**config.mk**
```make
export PLATFORM = sky130hd
export DESIGN_NAME = key_debounce_auto_repeat_flat
export DESIGN_NICKNAME = d
export VERILOG_FILES = /design/src/hw/rtl/kda_pkg.sv /design/src/hw/rtl/kda_in_if.sv /design/src/hw/rtl/kda_out_if.sv /design/src/hw/rtl/key_debounce_auto_repeat.sv /design/src/hw/rtl/kda_lane.sv /design/src/hw/rtl/kda_merge.sv /design/src/flat_wrapper.sv
export SDC_FILE = /design/constraint.sdc
export NUM_CORES = 1
export LEC_CHECK = 0
export BUFFER_PORTS_ARGS = -buffer_cell sky130_fd_sc_hd__buf_2
export CORE_UTILIZATION = 70
export CTS_CLUSTER_SIZE = 40
export DETAILED_ROUTE_END_ITERATION = 10
export GPL_TIMING_DRIVEN = 0
export PLACE_DENSITY = 0.95
export SETUP_SLACK_MARGIN = 0.02
export SLEW_MARGIN = 20
export SYNTH_ARGS = -nofsm -noshare
export SYNTH_HDL_FRONTEND = slang
export SYNTH_HIERARCHICAL = 1
export SYNTH_SLANG_ARGS = --single-unit
```
**constraint.sdc**
```tcl
create_clock -name clk -period 8.11 [get_ports clk]
set_input_delay 0.811 -clock clk [delete_from_list [all_inputs] [get_ports clk]]
set_output_delay 0.811 -clock clk [all_outputs]
set_load 0.03 [all_outputs]
```
**src/hw/rtl/kda_pkg.sv**
```systemverilog
package kda_pkg;

    // Key array and counter sizing
    localparam int NUM_KEYS         = 4;
    localparam int DEBOUNCE_SAMPLES = 4;
    localparam int COUNT_WIDTH      = 16;
    localparam int KEY_SEL_W        = (NUM_KEYS > 1) ? $clog2(NUM_KEYS) : 1;

    // Fixed field widths of the channels and the configuration port
    localparam int KEY_INDEX_W = 2;
    localparam int CFG_IDX_W   = 2;
    localparam int CFG_DATA_W  = 16;
    localparam int MASK_W      = 4;

    // Reset values of the configuration registers
    localparam logic [COUNT_WIDTH-1:0] FIRST_DELAY_RESET     = COUNT_WIDTH'(100);
    localparam logic [COUNT_WIDTH-1:0] REPEAT_INTERVAL_RESET = COUNT_WIDTH'(10);
    localparam logic [MASK_W-1:0]      REPEAT_MASK_RESET     = MASK_W'(7);

    localparam logic [COUNT_WIDTH-1:0] COUNT_MAX = '1;

    typedef logic [COUNT_WIDTH-1:0]      count_t;
    typedef logic [DEBOUNCE_SAMPLES-1:0] history_t;
    typedef logic [NUM_KEYS-1:0]         key_vec_t;

    // Configuration register indexes
    typedef enum logic [CFG_IDX_W-1:0] {
        REG_FIRST_DELAY     = 2'd0,
        REG_REPEAT_INTERVAL = 2'd1,
        REG_REPEAT_MASK     = 2'd2
    } cfg_reg_t;

    // Event kind codes
    typedef enum logic {
        EVT_PRESS  = 1'b0,
        EVT_REPEAT = 1'b1
    } event_kind_t;

    // Per-key result of one tick
    typedef struct packed {
        logic        fire;
        event_kind_t kind;
    } lane_evt_t;

    // Settings shared by all key lanes
    typedef struct packed {
        count_t first_delay;
        count_t interval;
    } lane_cfg_t;

endpackage

```
**src/hw/rtl/kda_in_if.sv**
```systemverilog
interface kda_in_if;
    import kda_pkg::*;

    logic     valid;
    logic     ready;
    key_vec_t key_levels;

    modport source (output valid, output key_levels, input ready);
    modport sink   (input valid, input key_levels, output ready);
endinterface

```
**src/hw/rtl/kda_out_if.sv**
```systemverilog
interface kda_out_if;
    import kda_pkg::*;

    logic                   valid;
    logic                   ready;
    logic [KEY_INDEX_W-1:0] key_index;
    logic                   event_kind;
    logic                   last_of_tick;

    modport source (output valid, output key_index, output event_kind, output last_of_tick,
                    input ready);
    modport sink   (input valid, input key_index, input event_kind, input last_of_tick,
                    output ready);
endinterface

```
**src/hw/rtl/key_debounce_auto_repeat.sv**
```systemverilog
// Key debouncer with auto-repeat for four active-low keys.
//
// key_in carries one sampling tick per transaction: key_levels bit i is the
// raw level of key i (1 released, 0 pressed). event_out carries one event per
// transaction: key_index, event_kind (0 press, 1 auto-repeat) and last_of_tick
// on the final event of a tick. A tick with no events produces nothing.
//
// All keys are processed in parallel on the accepting edge; their events are
// merged in key order and leave one per cycle while the receiver is ready.
// The first event of a tick passes through the pending register and then the
// output register. The next tick is taken in the cycle the last event of the
// current one moves into the output register.
//
// Configuration (cfg_wr_en, cfg_index, cfg_data) is to be written while idle;
// the block does not enforce this. Index 0 first delay, 1 repeat interval,
// 2 repeat enable mask; other indexes are ignored. Reset loads 100, 10 and 7
// and marks all keys released. When the receiver stalls, the output register
// and the pending events hold, and key_in.ready stays low while any remain.
module key_debounce_auto_repeat (
    input  logic                              clk,
    input  logic                              rst_n,
    kda_in_if.sink                            key_in,
    kda_out_if.source                         event_out,
    input  logic                              cfg_wr_en,
    input  logic [kda_pkg::CFG_IDX_W-1:0]     cfg_index,
    input  logic [kda_pkg::CFG_DATA_W-1:0]    cfg_data
);
    import kda_pkg::*;

    count_t             first_delay_reg;
    count_t             interval_reg;
    logic [MASK_W-1:0]  mask_reg;

    lane_cfg_t                    lane_cfg;
    lane_evt_t [NUM_KEYS-1:0]     lane_evt;
    logic                         take_ready;
    logic                         tick;

    // Write configuration registers
    always_ff @(posedge clk or negedge rst_n)
    begin
        if (!rst_n)
        begin
            first_delay_reg <= FIRST_DELAY_RESET;
            interval_reg    <= REPEAT_INTERVAL_RESET;
            mask_reg        <= REPEAT_MASK_RESET;
        end
        else if (cfg_wr_en)
        begin
            unique case (cfg_index)
                REG_FIRST_DELAY:     first_delay_reg <= COUNT_WIDTH'(cfg_data);
                REG_REPEAT_INTERVAL: interval_reg    <= COUNT_WIDTH'(cfg_data);
                REG_REPEAT_MASK:     mask_reg        <= cfg_data[MASK_W-1:0];
                default:             ;
            endcase
        end
    end

    assign lane_cfg.first_delay = first_delay_reg;
    assign lane_cfg.interval    = interval_reg;

    // Take a tick whenever the merger can hold its events
    assign key_in.ready = take_ready;
    assign tick         = key_in.valid && take_ready;

    // One lane per key
    for (genvar k = 0; k < NUM_KEYS; k++)
    begin : g_lane
        kda_lane u_lane (
            .clk     (clk),
            .rst_n   (rst_n),
            .tick    (tick),
            .level   (key_in.key_levels[k]),
            .enabled ((k < MASK_W) ? mask_reg[k % MASK_W] : 1'b0),
            .cfg     (lane_cfg),
            .evt     (lane_evt[k])
        );
    end

    // Serialize lane events in key order
    kda_merge u_merge (
        .clk        (clk),
        .rst_n      (rst_n),
        .load       (tick),
        .lane_evt   (lane_evt),
        .take_ready (take_ready),
        .event_out  (event_out)
    );

endmodule

```
**src/hw/rtl/kda_lane.sv**
```systemverilog
module kda_lane (
    input  logic                clk,
    input  logic                rst_n,
    input  logic                tick,
    input  logic                level,
    input  logic                enabled,
    input  kda_pkg::lane_cfg_t  cfg,
    output kda_pkg::lane_evt_t  evt
);
    import kda_pkg::*;

    history_t hist_reg, hist_next;
    logic     deb_reg, deb_next;
    count_t   hold_reg, hold_next;
    count_t   thr_reg, thr_next;

    logic [COUNT_WIDTH:0] hold_inc;
    logic [COUNT_WIDTH:0] thr_sum;
    logic                 press;
    logic                 repeat_hit;

    // Debounce, hold timing and repeat scheduling for one key
    always_comb
    begin
        hist_next = {hist_reg[DEBOUNCE_SAMPLES-2:0], level};
        deb_next  = deb_reg;
        hold_next = hold_reg;
        thr_next  = thr_reg;
        hold_inc  = {1'b0, hold_reg} + (COUNT_WIDTH+1)'(1);

        if (hist_next == '0)
        begin
            deb_next = 1'b0;
            if (enabled)
                hold_next = hold_inc[COUNT_WIDTH] ? COUNT_MAX : hold_inc[COUNT_WIDTH-1:0];
        end
        else if (hist_next == '1)
        begin
            deb_next = 1'b1;
            if (enabled)
                hold_next = '0;
        end

        // Press on a released-to-pressed change of the debounced level
        press = deb_reg && !deb_next;

        // Advance the threshold on a repeat, rearm it while not held
        thr_sum    = {1'b0, thr_reg} + {1'b0, cfg.interval};
        repeat_hit = 1'b0;
        if (hold_next != '0)
        begin
            if (hold_next >= thr_reg)
            begin
                repeat_hit = 1'b1;
                thr_next   = thr_sum[COUNT_WIDTH] ? COUNT_MAX : thr_sum[COUNT_WIDTH-1:0];
            end
        end
        else
        begin
            thr_next = cfg.first_delay;
        end

        evt.fire = press || repeat_hit;
        evt.kind = press ? EVT_PRESS : EVT_REPEAT;
    end

    // Commit key state on each accepted tick
    always_ff @(posedge clk or negedge rst_n)
    begin
        if (!rst_n)
        begin
            hist_reg <= '1;
            deb_reg  <= 1'b1;
            hold_reg <= '0;
            thr_reg  <= FIRST_DELAY_RESET;
        end
        else if (tick)
        begin
            hist_reg <= hist_next;
            deb_reg  <= deb_next;
            hold_reg <= hold_next;
            thr_reg  <= thr_next;
        end
    end

endmodule

```
**src/hw/rtl/kda_merge.sv**
```systemverilog
module kda_merge (
    input  logic                                 clk,
    input  logic                                 rst_n,
    input  logic                                 load,
    input  kda_pkg::lane_evt_t [kda_pkg::NUM_KEYS-1:0] lane_evt,
    output logic                                 take_ready,
    kda_out_if.source                            event_out
);
    import kda_pkg::*;

    key_vec_t pend_fire_reg, pend_fire_next;
    key_vec_t pend_kind_reg, pend_kind_next;

    logic                   out_valid_reg, out_valid_next;
    logic [KEY_INDEX_W-1:0] out_key_reg, out_key_next;
    logic                   out_kind_reg, out_kind_next;
    logic                   out_last_reg, out_last_next;

    logic [KEY_SEL_W-1:0] sel;
    key_vec_t             rest;
    key_vec_t             fire_after;
    logic                 slot_free;
    logic                 pop;

    // Pick the lowest pending key and drain one event per cycle while the output slot is free
    always_comb
    begin
        sel = '0;
        for (int k = NUM_KEYS - 1; k >= 0; k--)
        begin
            if (pend_fire_reg[k])
                sel = KEY_SEL_W'(k);
        end

        rest      = pend_fire_reg;
        rest[sel] = 1'b0;

        slot_free  = !out_valid_reg || event_out.ready;
        pop        = slot_free && (pend_fire_reg != '0);
        fire_after = pop ? rest : pend_fire_reg;
        take_ready = (fire_after == '0);

        pend_fire_next = fire_after;
        pend_kind_next = pend_kind_reg;
        if (load)
        begin
            for (int k = 0; k < NUM_KEYS; k++)
            begin
                pend_fire_next[k] = lane_evt[k].fire;
                pend_kind_next[k] = lane_evt[k].kind;
            end
        end

        out_valid_next = out_valid_reg;
        out_key_next   = out_key_reg;
        out_kind_next  = out_kind_reg;
        out_last_next  = out_last_reg;
        if (pop)
        begin
            out_valid_next = 1'b1;
            out_key_next   = KEY_INDEX_W'(sel);
            out_kind_next  = pend_kind_reg[sel];
            out_last_next  = (rest == '0);
        end
        else if (event_out.ready)
        begin
            out_valid_next = 1'b0;
        end
    end

    // Hold control state
    always_ff @(posedge clk or negedge rst_n)
    begin
        if (!rst_n)
        begin
            pend_fire_reg <= '0;
            out_valid_reg <= 1'b0;
        end
        else
        begin
            pend_fire_reg <= pend_fire_next;
            out_valid_reg <= out_valid_next;
        end
    end

    // Hold payload
    always_ff @(posedge clk)
    begin
        pend_kind_reg <= pend_kind_next;
        out_key_reg   <= out_key_next;
        out_kind_reg  <= out_kind_next;
        out_last_reg  <= out_last_next;
    end

    assign event_out.valid        = out_valid_reg;
    assign event_out.key_index    = out_key_reg;
    assign event_out.event_kind   = out_kind_reg;
    assign event_out.last_of_tick = out_last_reg;

endmodule
```
**src/flat_wrapper.sv**
```systemverilog
// flat-port wrapper written by rule: the top's interface ports become plain ports
module key_debounce_auto_repeat_flat import kda_pkg::*;
  (clk, rst_n, cfg_wr_en, cfg_index, cfg_data, key_in_valid, key_in_key_levels, key_in_ready, event_out_valid, event_out_key_index, event_out_event_kind, event_out_last_of_tick, event_out_ready);
  kda_in_if key_in_i ();
  kda_out_if event_out_i ();
  input  logic clk;
  input  logic rst_n;
  input  logic cfg_wr_en;
  input  logic [kda_pkg::CFG_IDX_W-1:0] cfg_index;
  input  logic [kda_pkg::CFG_DATA_W-1:0] cfg_data;
  input wire logic [$bits(key_in_i.valid)-1:0] key_in_valid;
  input wire logic [$bits(key_in_i.key_levels)-1:0] key_in_key_levels;
  output wire logic [$bits(key_in_i.ready)-1:0] key_in_ready;
  output wire logic [$bits(event_out_i.valid)-1:0] event_out_valid;
  output wire logic [$bits(event_out_i.key_index)-1:0] event_out_key_index;
  output wire logic [$bits(event_out_i.event_kind)-1:0] event_out_event_kind;
  output wire logic [$bits(event_out_i.last_of_tick)-1:0] event_out_last_of_tick;
  input wire logic [$bits(event_out_i.ready)-1:0] event_out_ready;
  assign key_in_i.valid = key_in_valid;
  assign key_in_i.key_levels = key_in_key_levels;
  assign key_in_ready = key_in_i.ready;
  assign event_out_valid = event_out_i.valid;
  assign event_out_key_index = event_out_i.key_index;
  assign event_out_event_kind = event_out_i.event_kind;
  assign event_out_last_of_tick = event_out_i.last_of_tick;
  assign event_out_i.ready = event_out_ready;
  key_debounce_auto_repeat u_core (.clk(clk), .rst_n(rst_n), .key_in(key_in_i), .event_out(event_out_i), .cfg_wr_en(cfg_wr_en), .cfg_index(cfg_index), .cfg_data(cfg_data));
endmodule
```
==> results.md, run 1 <==
Critical path:
- STA classifies the critical path startpoint as a flip-flop.
- Along the worst path, the maximum fanout reaches 10.
- The worst reg2reg path startpoint is u_core/mask_reg[0].
- The critical path required time is between 8000 and 9000 ps.
- STA puts the critical path data arrival time at 5120 ps.
- The worst setup path is of the flip-flop to flip-flop kind.
- The capturing element type of the critical path is a flip-flop.
- For the worst flop-to-flop path, the logic depth is 14.
- The reg-to-reg critical path endpoint is u_core/g_lane[0].u_lane/thr_reg[2].
- The setup check on the worst reg-to-reg path leaves a slack of between 3000 and 4000 ps.

Timing:
- The clock period minus worst slack is ~4800 ps.
- The total count of hold-check failures in the final report is 0.
- The pin slew with the least headroom to its limit is roughly 1100 ps.
- The number of slew-limit violations in the final report was 0.
- The highest clock frequency the design can meet is 211 MHz.
- Setup slack on the critical path of the routed design comes to 3360 ps.
- The final total negative setup slack is 0 ps.
- Headroom to the max-slew limit came out at between 20 and 30%.
- Setup repair after global routing left no endpoint under its margin.
- Setup violations remaining at the end of the flow were counted as 0.
- The clock arrives with between 10 and 15 ps of skew.
- The final critical-path share of the clock period is between 50% and 60%.

Routing:
- The routed layout has around 15000 vias.
- Using the TritonRoute via totals, the vias-per-cell ratio works out to approximately 7.3.
- The count of nets left with antenna violations after detail routing is 0.
- The routed length per instance is 22.8 um.
- The first routing iteration left roughly 1800 violations.
- The total iterations of the first detailed-routing run is 7.
- The remaining design rule violation count is 0.
- The sum of routed wire length over all layers is approximately 45000 um.

Place:
- The instance area at placement is 0.0159 sq mm.
- The final HPWL from detailed placement is between 30000 and 40000 um.
- The number of cells in the design after placement is 1945.
- At the placement stage, the worst setup path has a slack of 3130 ps.
- At the end of routability-driven placement, the weighted congestion stood at roughly 1.
- The number of input and output port buffers inserted is 32.

Yosys:
- The post-synthesis register bit count is 193.
- The synthesized area per cell is approximately 9.4 sq um.
- Counting flops with an async set or reset pin after synthesis yields a share of between 90% and 100%.
- The proportion of netlist area held by the largest area contributor is about a quarter.
- The number of distinct library cells after synthesis is about 100.
- The synthesized netlist net count is between 1500 and 2000.
- The sequential fraction of the synthesis area is 31.9%.
- In the synthesized netlist, the cells that appear most often are 149 x sky130_fd_sc_hd__dfrtp_1, 132 x sky130_fd_sc_hd__ha_1, 109 x sky130_fd_sc_hd__mux2_2, 100 x sky130_fd_sc_hd__nor2_1, 97 x sky130_fd_sc_hd__inv_1.
- The cell area after synthesis is roughly 0.015 sq mm.
- The most repeated cell in the gate-level netlist after synthesis is sky130_fd_sc_hd__dfrtp_1.
- The dominant synthesized flop cell is sky130_fd_sc_hd__dfrtp_1.
- The biggest area contributor in the post-synthesis netlist is sky130_fd_sc_hd__dfrtp_1.
- The Yosys step of the flow raised 6 warnings.
- Synthesis produced a netlist whose cell count is around 1600.
- The synthesized design contains 8 enable-type register cells.
- By area the synthesized netlist is led by sky130_fd_sc_hd__dfrtp_1 24%, sky130_fd_sc_hd__ha_1 11%, sky130_fd_sc_hd__mux2_2 8.0%, sky130_fd_sc_hd__dfstp_2 6.1%, sky130_fd_sc_hd__nor3_1 2.8%.

Power and ir drop:
- Internal power comes to approximately 0.003 W.
- The clock network burns 15.9% of the power.
- IR analysis of the VDD net gives a maximum drop of 0.195 mV.
- The sequential group share of total power is approximately 29%.
- Summed over all cells, the static leakage comes to just over 7 nW.
- The fraction of power consumed by combinational cells is a little under three fifths.
- In this run the power density over the cells is 339 mW/mm^2.
- The power dissipated by switching net loads is 0.00262 W.
- The switching share of power is between 40% and 50%.

Layout:
- The count of placed standard cells in the final layout, fillers left out is roughly 2000.
- The final non-filler cell area is 0.0166 sq mm.
- The growth of design area from synthesis to finish is 7.56%.
- The number of filler cells placed in the layout is ~1400.
- The number of antenna diodes in the final layout is 0.
- The share of cells above drive strength 1 is around 19%.
- The final layout contains 1852 nets.

GRT:
- The initial antenna violation count was 0.
- For this run, the total global-route usage over all layers was measured as between 40% and 50%.
- The number of global-route vias before repair came to around 14000.
- The global route total overflow is 0.
- The global-route wire length before repair is just over 70000 um.
- The pin count of the biggest net entering global routing is 95.

Clocking:
- The clock reaches the later pin of the worst-skew pair after 460 ps.
- The H-tree level count is 4.
- TritonCTS built the clock tree.
- The count of clock tree sinks is between 150 and 200.
- The hold buffer count at CTS is 0.
- After clock tree synthesis, the clock-pin slew on the worst setup and hold paths is roughly 80 ps.
- The post-cts resize count is 0.
- The tree is rooted in a sky130_fd_sc_hd__clkbuf_16.
- The number of setup buffers added after CTS is 0.
- TritonCTS created 17 clock buffers.
- The maximum number of buffers from clock root to sink is 2.

Flow run:
- Across the run, the number of max-cap violations was 0.

Floorplanning:
- The initial utilization of the core area, before any placement, comes to between 70% and 80%.
- 33 I/O pins were placed.
- In this run the horizontal extent of the chip is 150 um.
- The floorplan die area is about 0.023 sq mm.
- Row generation in the floorplan step produced 53 rows.
- The standard cell core area is 0.0213 sq mm.
- Measured along the y axis, the die boundary spans about 150 um.

Worst hold path:
- The path class of the tightest hold or removal check is primary input to asynchronous set/reset pin.

Status:
- The run finished with clean final reports.
==> logic make-up (layout without fill, tap and decap cells) <==
kind of cell             after synthesis  count (layout)  synth area share, %
AO/OA/AOI/OAI                        426             426                 19.6
flip-flops                           193             193                 31.9
AND/OR/NAND/NOR                      525             525                 19.1
buffers and inverters                162             227                 4.98
adder cells (fa/ha/maj)              137             137                 11.3
XOR/XNOR                              47              47                 2.67
multiplexers                         147             147                 10.4
==> per-stage QoR <==
step	hold slack (ps)	power (W)	utilization, %
global route	435	0.00595	77.8
finish	376	0.00562	77.8
detailed placement	514	0.00454	74.9
CTS	408	0.00549	77.8
global placement	491	0.00434	74.7
floorplan	473	0.00378	-
==> power groups by stage <==
stage / sequential (W) / combinational, W / clock, W
after detailed placement: 0.00161 / 0.00293 / 0
final: 0.00163 / 0.00309 / 0.000896
after global placement: 0.00160 / 0.00275 / 0
after global routing: 0.00165 / 0.00335 / 0.000942
after floorplan: 0.00149 / 0.00229 / 0
after CTS: 0.00160 / 0.00299 / 0.000902
==> cell type report <==
class	count	area, sq um	area share, %
Tap cell	275	344	2.08
Clock inverter	14	165	0.997
Timing Repair Buffer	33	198	1.19
Multi-Input combinational cell	1282	9730	58.7
Sequential cell	193	4910	29.7
Buffer	64	399	2.41
Clock buffer	18	450	2.72
Inverter	98	368	2.22
==> worst max path at each step <==
stage	slack, ps	cells past startpoint	end	startpoint
2_1_floorplan	4000	14	u_core/g_lane[1].u_lane/thr_reg[2]	key_in_key_levels[1]
3_3_place_gp	3200	1	u_core/g_lane[0].u_lane/hold_reg[6]	rst_n
3_5_place_dp	3130	14	u_core/g_lane[1].u_lane/thr_reg[10]	key_in_key_levels[1]
4_1_cts	3490	14	u_core/g_lane[0].u_lane/thr_reg[2]	u_core/mask_reg[0]
5_1_grt	3150	14	u_core/g_lane[0].u_lane/thr_reg[2]	u_core/mask_reg[0]
6_report	3360	14	u_core/g_lane[0].u_lane/thr_reg[2]	u_core/mask_reg[0]
==> cell usage in the layout, fill, tap and decap left out, types with 14 or more instances in the layout <==
| cell type | instances |
|---|---|
| sky130_fd_sc_hd__a221oi_1 | 19 |
| sky130_fd_sc_hd__o31ai_1 | 14 |
| sky130_fd_sc_hd__nand2_1 | 79 |
| sky130_fd_sc_hd__nor2_1 | 100 |
| sky130_fd_sc_hd__ha_1 | 132 |
| sky130_fd_sc_hd__mux2i_1 | 38 |
| sky130_fd_sc_hd__nor3_1 | 86 |
| sky130_fd_sc_hd__or2_2 | 14 |
| sky130_fd_sc_hd__or3_1 | 18 |
| sky130_fd_sc_hd__inv_1 | 97 |
| sky130_fd_sc_hd__dfrtp_1 | 149 |
| sky130_fd_sc_hd__o21ai_0 | 64 |
| sky130_fd_sc_hd__o21a_1 | 14 |
| sky130_fd_sc_hd__clkbuf_16 | 18 |
| sky130_fd_sc_hd__o32ai_1 | 22 |
| sky130_fd_sc_hd__clkbuf_1 | 24 |
| sky130_fd_sc_hd__a31oi_1 | 40 |
| sky130_fd_sc_hd__nand3_1 | 46 |
| sky130_fd_sc_hd__nor4_1 | 33 |
| sky130_fd_sc_hd__nand4_1 | 15 |
| sky130_fd_sc_hd__a211oi_1 | 18 |
| sky130_fd_sc_hd__dfstp_2 | 36 |
| sky130_fd_sc_hd__mux2_2 | 109 |
| sky130_fd_sc_hd__xnor2_1 | 34 |
| sky130_fd_sc_hd__and3_1 | 29 |
| sky130_fd_sc_hd__a21oi_1 | 79 |
| sky130_fd_sc_hd__a21o_1 | 31 |
| sky130_fd_sc_hd__buf_2 | 43 |
| sky130_fd_sc_hd__o22ai_1 | 18 |
| sky130_fd_sc_hd__nor2b_1 | 18 |
==> critical path: stages, from the launching register on <==
cell	delay [ps]
sky130_fd_sc_hd__dfstp_2	530
sky130_fd_sc_hd__clkbuf_1	330
sky130_fd_sc_hd__nand4_1	260
sky130_fd_sc_hd__or4_1	440
sky130_fd_sc_hd__clkbuf_1	210
sky130_fd_sc_hd__a211oi_1	490
sky130_fd_sc_hd__ha_1	350
sky130_fd_sc_hd__a21o_1	190
sky130_fd_sc_hd__a2111oi_0	460
sky130_fd_sc_hd__o21ai_0	220
sky130_fd_sc_hd__a211o_1	330
sky130_fd_sc_hd__o21a_1	180
sky130_fd_sc_hd__buf_2	200
sky130_fd_sc_hd__buf_4	230
sky130_fd_sc_hd__mux2i_1	220
==> layer usage <==
layer  global-route usage, %  vias up  wire length, um  share of wire [%]
met5                       0        -                0                  0
met1                    51.0     6945            17200                 38
met2                    63.8      900            20100                 45
met4                    25.9        0             2880                6.4
met3                    11.8      274             4880                 11
li1                        -     6385                -                  -
Note: power is estimated with default switching activity, not from simulation.
==> run 2: changes to the inputs <==
--- a/config.mk
+++ b/config.mk
@@ -6,11 +6,11 @@
 export NUM_CORES = 1
 export LEC_CHECK = 0
 export BUFFER_PORTS_ARGS = -buffer_cell sky130_fd_sc_hd__buf_2
-export CORE_UTILIZATION = 70
+export CORE_UTILIZATION = 65
 export CTS_CLUSTER_SIZE = 40
 export DETAILED_ROUTE_END_ITERATION = 10
 export GPL_TIMING_DRIVEN = 0
-export PLACE_DENSITY = 0.95
+export PLACE_DENSITY = 0.91
 export SETUP_SLACK_MARGIN = 0.02
 export SLEW_MARGIN = 20
 export SYNTH_ARGS = -nofsm -noshare
==> constraint.sdc (replaced) <==
create_clock -name clk -period 4.6 [get_ports clk]
set_input_delay 0.46 -clock clk [delete_from_list [all_inputs] [get_ports clk]]
set_output_delay 0.46 -clock clk [all_outputs]
set_load 0.03 [all_outputs]
==> run 2 against run 1 <==
  * Final area is 0.54% higher
  * First-iteration DRC count is 8.2% higher
  * The flow now finishes with violations (negative hold slack)
  * Power is 75% higher
  * Highest routed layer unchanged
  * Sequential cell count stayed put
==> results.md, run 2 (synthesis gave the netlist of run 1 again) <==
Critical path:
- The start point of the critical path was u_core/g_lane[1].u_lane/hist_reg[0] (was u_core/mask_reg[0]).
- The data arrival time at the worst-slack endpoint is 4820 ps (was 5120 ps).
- The worst reg2reg path startpoint is u_core/g_lane[1].u_lane/hist_reg[0] (was u_core/mask_reg[0]).
- Sequence of cells on the critical path: or4_4 > buf_6 > or4_4 > or3_1 > a31oi_1 > ha_1 > and3_1 > a221oi_1 > o21ai_1 > nand2_1 > nor4_1 > a2111oi_1 (was clkbuf_1 > nand4_1 > or4_1 > clkbuf_1 > a211oi_1 > ha_1 > a21o_1 > a2111oi_0 > o21ai_0 > a211o_1 > o21a_1 > buf_2 > buf_4 > mux2i_1).
- The peak fanout along the critical path was 10 (unchanged).
- The logic depth of the worst setup path including buffers is 12 (was 14).
- The type of the worst setup path was flip-flop to flip-flop (unchanged).
- The reg-to-reg critical path endpoint is u_core/g_lane[1].u_lane/thr_reg[6] (was u_core/g_lane[0].u_lane/thr_reg[2]).
- The slowest cell on the critical path is sky130_fd_sc_hd__or4_4 (was sky130_fd_sc_hd__dfstp_2).
- The cell depth of the worst flop-to-flop path is 12 (was 14).
- The launching element type of the critical path is a flip-flop (unchanged).
- The capturing element type of the critical path is a flip-flop (unchanged).
- The worst stage delay on the critical path is 540 ps (was 530 ps).
- The category of cells accounting for the largest share of critical-path delay was simple AND/OR/NAND/NOR gates (was compound AO/OA/AOI/OAI gates).
- The critical path required time is 4920 ps (was 8480 ps).
- The worst setup path endpoint is u_core/g_lane[1].u_lane/thr_reg[6] (was u_core/g_lane[0].u_lane/thr_reg[2]).
- The most frequent cell on the critical path is sky130_fd_sc_hd__or4_4 (was sky130_fd_sc_hd__clkbuf_1).
- The combined buffer and inverter count along the critical path was 1 (was 4).
- The reg-to-reg setup timing slack was 100 ps (was 3360 ps).

GRT:
- The global-route wire length before repair is 71300 um (was 72200 um).
- The initial antenna violation count is 0 (unchanged).
- The number of global-route vias before repair is 13600 (was 14100).
- The pin count of the biggest net entering global routing is 101 (was 95).
- The global route total overflow is 0 (unchanged).
- The total routing usage reported by global routing is 37.6% (was 41.4%).

Timing:
- The setup-violating endpoint count in the final report came to 0 (unchanged).
- The worst hold slack across all endpoints is -9.30 ps (was 376 ps).
- Unrepaired setup endpoints after global routing: yes (was no).
- The highest clock frequency the design can meet is 222 MHz (was 211 MHz).
- The number of slew-limit violations in the final report is 0 (unchanged).
- The clock period minus worst slack was 4500 ps (was 4750 ps).
- The final critical-path setup slack is 99.1 ps (was 3360 ps).
- The final critical-path share of the clock period is 97.8% (was 58.6%).
- The final setup skew is 14.4 ps (was 13.2 ps).
- The relative max-transition margin is 38.2% (was 28.6%).
- The total count of hold-check failures in the final report was 4 (was 0).
- The pin slew with the least headroom to its limit is 918 ps (was 1060 ps).

Routing:
- The routed length per instance came to 22.4 um (was 22.8 um).
- The total iterations of the first detailed-routing run is 6 (was 7).
- The remaining design rule violation count is 0 (unchanged).
- The sum of routed wire length over all layers is 45100 um (about the same).
- The count of nets left with antenna violations after detail routing is 0 (unchanged).
- The number of vias per cell after detailed routing is 7.17 (was 7.34).
- The detailed router's first-iteration violation count was 1913 (was 1768).
- The number of vias in the routed layout is 14400 (was 14500).

Clocking:
- The count of clock tree sinks was 193 (unchanged).
- The insertion delay of the later-clocked pin in the worst-skew pair came to 450 ps (was 460 ps).
- The number of setup buffers added after CTS is 0 (unchanged).
- The number of buffers created by CTS came to 17 (unchanged).
- The CTS tree is done (unchanged).
- The H-tree level count was 4 (unchanged).
- The clock tree root buffer cell is sky130_fd_sc_hd__clkbuf_16 (unchanged).
- The maximum number of buffers from clock root to sink is 2 (unchanged).
- The hold buffer count at CTS is 0 (unchanged).
- The CTS clock-pin slew for the worst setup and hold paths is 80 ps (about the same).

Status:
- The checks that failed: negative hold slack.
- Status: complete, but fails checks (was complete, no violations).

Power and ir drop:
- The sequential group share of total power is 29.2% (was 29.0%).
- The internal power consumption is 0.00522 W (was 0.00300 W).
- The reported leakage power is 7.16 nW (was 7.17 nW).
- The power consumption is 0.00983 W (was 0.00562 W).
- The power per cell area is 590 mW/mm^2 (was 339 mW/mm^2).
- The switching share of power is 46.8% (was 46.6%).
- The worst ir drop on vdd was 0.353 mV (was 0.195 mV).
- The fraction of power consumed by combinational cells is 55.1% (was 55.0%).
- The power dissipated by switching net loads came to 0.00460 W (was 0.00262 W).
- The relative contribution of the clock network to total power was 15.7% (was 15.9%).

Layout:
- The count of placed standard cells in the final layout, fillers left out is 2014 (was 1977).
- The number of filler cells placed in the layout came to 1648 (was 1350).
- The final non-filler cell area is 0.0167 sq mm (was 0.0166 sq mm).
- The share of cells above drive strength 1 was 19.0% (was 18.5%).
- Commonest cells after routing, fill and taps aside: 149 x sky130_fd_sc_hd__dfrtp_1, 132 x sky130_fd_sc_hd__ha_1, 109 x sky130_fd_sc_hd__mux2_2, 100 x sky130_fd_sc_hd__nor2_1, 97 x sky130_fd_sc_hd__inv_1 (unchanged).
- The multi-input gate area in the final layout is 0.00978 sq mm (was 0.00973 sq mm).
- The number of inserted diodes is 0 (unchanged).
- The growth of design area from synthesis to finish is 8.15% (was 7.56%).
- The final design utilization is 72.7% (was 77.8%).
- The commonest non-fill, non-tap cell in the layout is sky130_fd_sc_hd__dfrtp_1 (unchanged).
- The layout net count is 1851 (was 1852).
- The area used by sequential logic in the layout is 0.00491 sq mm (unchanged).

Place:
- The instance area at placement is 0.0160 sq mm (was 0.0159 sq mm).
- The number of cells in the design after placement is 1983 (was 1945).
- The worst setup timing slack at the placement stage was -19.3 ps (was 3130 ps).
- The number of input and output port buffers inserted was 32 (unchanged).
- The placer congestion estimate is 1.00 (about the same).
- The final HPWL from detailed placement is 31500 um (was 31600 um).

Floorplanning:
- The standard cell core area is 0.0229 sq mm (was 0.0213 sq mm).
- The effective utilization at floorplan is 67.2% (was 72.4%).
- The row count is 55 (was 53).
- The y dimension of the die is 156 um (was 150 um).
- The floorplan die area is 0.0243 sq mm (was 0.0226 sq mm).
- The boundary pin count is 33 (unchanged).
- The horizontal extent of the die is 156 um (was 150 um).

Flow run:
- The max-cap violation count is 0 (unchanged).

Worst hold path:
- The worst hold-check path type is primary input to asynchronous set/reset pin (unchanged).
run 2: worst register-to-register path: stages (launching register included):
cell and delay [ps]:
sky130_fd_sc_hd__dfstp_2 400, sky130_fd_sc_hd__or4_4 510, sky130_fd_sc_hd__buf_6 150, sky130_fd_sc_hd__or4_4 550, sky130_fd_sc_hd__or3_1 320, sky130_fd_sc_hd__a31oi_1 380, sky130_fd_sc_hd__ha_1 320, sky130_fd_sc_hd__and3_1 190
sky130_fd_sc_hd__a221oi_1 310, sky130_fd_sc_hd__o21ai_1 220, sky130_fd_sc_hd__nand2_1 450, sky130_fd_sc_hd__nor4_1 120, sky130_fd_sc_hd__a2111oi_1 450
run 2: cell type report:
cell class / count / area share, %
Multi-Input combinational cell: 1282 / 58.7
Buffer: 63 / 2.38
Tap cell: 313 / 2.35
Clock buffer: 17 / 2.55
Timing Repair Buffer: 33 / 1.19
Sequential cell: 193 / 29.5
Inverter: 98 / 2.21
Clock inverter: 15 / 1.10
run 2: what timing repair did:
action / in CTS / in global routing
setup endpoints to repair: 1 / 41
pin swaps: 0 / 0
resized for setup: 1 / 10
run 2: how the worst min path moves through the flow:
stage / cells past startpoint / endpoint / start
floorplan: 0 / u_core/first_delay_reg[0] / rst_n
global placement: 2 / u_core/g_lane[3].u_lane/thr_reg[2] / u_core/g_lane[3].u_lane/thr_reg[2]
detailed placement: 2 / u_core/g_lane[3].u_lane/thr_reg[2] / u_core/g_lane[3].u_lane/thr_reg[2]
CTS: 1 / u_core/g_lane[2].u_lane/hold_reg[3] / rst_n
global route: 1 / u_core/g_lane[2].u_lane/hold_reg[3] / rst_n
finish: 1 / u_core/g_lane[2].u_lane/hold_reg[3] / rst_n
run 2: power by group through the flow:
stage | logic (W) | registers (W) | clock network [W]
floorplan | 0.00404 | 0.00262 | 0
global placement | 0.00489 | 0.00282 | 0
detailed placement | 0.00515 | 0.00284 | 0
CTS | 0.00525 | 0.00282 | 0.00156
global route | 0.00585 | 0.00291 | 0.00163
finish | 0.00542 | 0.00287 | 0.00154
run 2: metal layers:
metal | vias to the layer above | share of wire [%] | wire [um] | GRT usage, %
met5 | - | 0 | 0 | 0
met4 | 0 | 5.7 | 2550 | 20.6
met3 | 217 | 9.6 | 4330 | 7.86
met2 | 918 | 46 | 20900 | 60.4
met1 | 6929 | 38 | 17300 | 47.4
li1 | 6371 | - | - | -
run 2: through the flow:
stage	hold slack, ps	TNS, ps
6_report	-9.30	0
5_1_grt	44.0	-3.24
4_1_cts	43.0	0
3_5_place_dp	501	-28.4
3_3_place_gp	489	0
2_1_floorplan	164	0
==> run 3: changes to the inputs <==
--- a/config.mk
+++ b/config.mk
@@ -9,7 +9,6 @@
 export CORE_UTILIZATION = 65
 export CTS_CLUSTER_SIZE = 40
 export DETAILED_ROUTE_END_ITERATION = 10
-export GPL_TIMING_DRIVEN = 0
 export PLACE_DENSITY = 0.91
 export SETUP_SLACK_MARGIN = 0.02
 export SLEW_MARGIN = 20
==> run 3 against run 2 <==
  * The run now ends clean
  * Sequential power grew 2%
  * Sequential share of layout area rose by 0.53 points
  * Die area unchanged
  * Via count decreased by 3.6%
  * Critical path depth is 1 higher
  * Largest cell class unchanged
  * Count of clock-buffer cells in the layout grew 3
  * Global-route usage decreased by 1.9 points
  * Cell count is 2.0% lower
==> results.md, run 3 (synthesis gave the netlist of run 1 again) <==
Status:
- Status: complete, no violations (was complete, but fails checks).

Routing:
- The number of vias in the routed layout is 13900 (was 14400).
- The sum of routed wire length over all layers is 42700 um (was 45100 um).
- The count of nets left with antenna violations after detail routing is 0 (unchanged).
- The routed length per instance is 21.7 um (was 22.4 um).
- The detailed router's first-iteration violation count is 1646 (was 1913).
- The number of vias per cell after detailed routing is 7.06 (was 7.17).
- The total iterations of the first detailed-routing run came to 6 (unchanged).
- The remaining design rule violation count is 0 (unchanged).

Clocking:
- The CTS clock-pin slew for the worst setup and hold paths is 80 ps (about the same).
- The number of setup buffers added after CTS came to 0 (unchanged).
- The clock tree root buffer cell was sky130_fd_sc_hd__clkbuf_16 (unchanged).
- The count of clock tree sinks came to 193 (unchanged).
- The insertion delay of the later-clocked pin in the worst-skew pair is 440 ps (was 450 ps).
- The number of buffers created by CTS is 17 (unchanged).
- The maximum number of buffers from clock root to sink is 2 (unchanged).
- The CTS tree is done (unchanged).
- The H-tree level count is 4 (unchanged).

Timing:
- Unrepaired setup endpoints after global routing: no (was yes).
- The clock period minus worst slack is 4320 ps (was 4500 ps).
- The total count of hold-check failures in the final report came to 0 (was 4).
- The highest clock frequency the design can meet is 232 MHz (was 222 MHz).
- The relative max-transition margin is 34.4% (was 38.2%).
- The pin slew with the least headroom to its limit is 982 ps (was 918 ps).
- The worst hold slack across all endpoints is 265 ps (was -9.30 ps).
- The setup-violating endpoint count in the final report is 0 (unchanged).
- The number of slew-limit violations in the final report is 0 (unchanged).
- The final setup skew is 15.7 ps (was 14.4 ps).
- The final total negative setup slack is 0 ps (unchanged).
- The final critical-path share of the clock period was 93.9% (was 97.8%).

Critical path:
- The most frequent cell on the critical path is sky130_fd_sc_hd__a21oi_1 (was sky130_fd_sc_hd__or4_4).
- The reg-to-reg critical path endpoint is u_core/g_lane[0].u_lane/thr_reg[14] (was u_core/g_lane[1].u_lane/thr_reg[6]).
- The cell depth of the worst flop-to-flop path is 13 (was 12).
- The worst reg2reg path startpoint is u_core/g_lane[0].u_lane/hold_reg[12] (was u_core/g_lane[1].u_lane/hist_reg[0]).
- Sequence of cells on the critical path: nand4_1 > or4_1 > and4_1 > a211oi_1 > ha_1 > a21oi_1 > nor2b_1 > o21ai_0 > a21oi_1 > a211o_1 > o21a_1 > buf_4 > mux2i_1 (was or4_4 > buf_6 > or4_4 > or3_1 > a31oi_1 > ha_1 > and3_1 > a221oi_1 > o21ai_1 > nand2_1 > nor4_1 > a2111oi_1).
- The logic depth of the worst setup path including buffers is 13 (was 12).
- The critical path required time is 4910 ps (was 4920 ps).
- The data arrival time at the worst-slack endpoint came to 4630 ps (was 4820 ps).
- The slowest cell on the critical path is sky130_fd_sc_hd__or4_1 (was sky130_fd_sc_hd__or4_4).
- The combined buffer and inverter count along the critical path is 1 (unchanged).
- The peak fanout along the critical path is 11 (was 10).
- The category of cells accounting for the largest share of critical-path delay was compound AO/OA/AOI/OAI gates (was simple AND/OR/NAND/NOR gates).
- The launching element type of the critical path is a flip-flop (unchanged).
- The start point of the critical path is u_core/g_lane[0].u_lane/hold_reg[12] (was u_core/g_lane[1].u_lane/hist_reg[0]).
- The reg-to-reg setup timing slack is 280 ps (was 100 ps).
- The worst setup path endpoint is u_core/g_lane[0].u_lane/thr_reg[14] (was u_core/g_lane[1].u_lane/thr_reg[6]).
- The capturing element type of the critical path was a flip-flop (unchanged).
- The worst stage delay on the critical path is 730 ps (was 540 ps).
- The type of the worst setup path is flip-flop to flip-flop (unchanged).

Layout:
- The growth of design area from synthesis to finish was 6.23% (was 8.15%).
- The share of cells above drive strength 1 is 18.1% (was 19.0%).
- The number of inserted diodes is 0 (unchanged).
- Commonest cells after routing, fill and taps aside: 149 x sky130_fd_sc_hd__dfrtp_1, 132 x sky130_fd_sc_hd__ha_1, 109 x sky130_fd_sc_hd__mux2_2, 100 x sky130_fd_sc_hd__nor2_1, 97 x sky130_fd_sc_hd__inv_1 (unchanged).
- The commonest non-fill, non-tap cell in the layout is sky130_fd_sc_hd__dfrtp_1 (unchanged).
- The layout net count is 1810 (was 1851).
- The final design utilization is 71.4% (was 72.7%).

Floorplanning:
- The effective utilization at floorplan is 67.2% (unchanged).
- The boundary pin count is 33 (unchanged).
- The floorplan die area is 0.0243 sq mm (unchanged).
- The standard cell core area came to 0.0229 sq mm (unchanged).
- The row count is 55 (unchanged).
- The horizontal extent of the die is 156 um (unchanged).
- The y dimension of the die is 156 um (unchanged).

GRT:
- The total routing usage reported by global routing is 35.7% (was 37.6%).
- The number of global-route vias before repair is 13300 (was 13600).
- The initial antenna violation count is 0 (unchanged).
- The global route total overflow came to 0 (unchanged).
- The global-route wire length before repair is 68300 um (was 71300 um).
- The pin count of the biggest net entering global routing came to 120 (was 101).

Place:
- The placer congestion estimate is 0.979 (was 1.00).
- The final HPWL from detailed placement came to 30500 um (was 31500 um).
- The number of input and output port buffers inserted came to 32 (unchanged).

Worst hold path:
- The worst hold-check path type is primary input to flip-flop (was primary input to asynchronous set/reset pin).

Flow run:
- The max-cap violation count was 0 (unchanged).

Power and ir drop:
- The power consumption is 0.00963 W (was 0.00983 W).
- The power per cell area is 589 mW/mm^2 (was 590 mW/mm^2).
- The reported leakage power is 7.06 nW (was 7.16 nW).
- The worst ir drop on vdd is 0.351 mV (was 0.353 mV).
run 3: timing repair:
| action | 4_1_cts | 5_1_grt |
|---|---|---|
| hold buffers | 0 | 1 |
| hold endpoints to repair | 0 | 38 |
| gates resized for setup | 0 | 3 |
| setup endpoints to repair | 0 | 28 |
run 3: layer usage:
layer  up-vias  routed length [um]  GRT usage (%)
li1       6313                   -              -
met4         0                2340           19.3
met5         -                   0              0
met2       798               19500           57.1
met1      6622               17200           45.6
met3       187                3750           7.08
run 3: per-stage QoR:
step | cells | cell area, sq um | setup WS, ps
5_1_grt | 1973 | 16400 | 45.2
3_5_place_dp | 1939 | 15700 | 213
4_1_cts | 1971 | 16300 | 241
2_1_floorplan | 1637 | 15400 | 823
3_3_place_gp | 1939 | 15700 | 323
6_report | 1973 | 16400 | 282
run 3: cell type report:
cell class	instances	area, sq um
Clock buffer	20	447
Clock inverter	12	140
Fill cell	1672	6550
Inverter	98	368
Multi-Input combinational cell	1282	9740
Sequential cell	193	4910
Tap cell	313	392
Timing Repair Buffer	55	364
run 3: worst min path at each step:
stage / startpoint / to / slack [ps] / cells after the start
after floorplan: rst_n / u_core/first_delay_reg[0] / 160 / 0
final: cfg_data[13] / u_core/interval_reg[13] / 270 / 2
after detailed placement: u_core/g_lane[0].u_lane/thr_reg[2] / u_core/g_lane[0].u_lane/thr_reg[2] / 500 / 2
after global routing: cfg_data[5] / u_core/first_delay_reg[5] / 260 / 2
after global placement: u_core/g_lane[3].u_lane/thr_reg[2] / u_core/g_lane[3].u_lane/thr_reg[2] / 490 / 2
after CTS: rst_n / u_core/g_lane[2].u_lane/hold_reg[15] / 230 / 1
run 3: power by group:
part           switching, W  internal (W)  total, W
registers          0.000706       0.00222   0.00293
logic               0.00301       0.00218   0.00519
clock network      0.000725      0.000788   0.00151
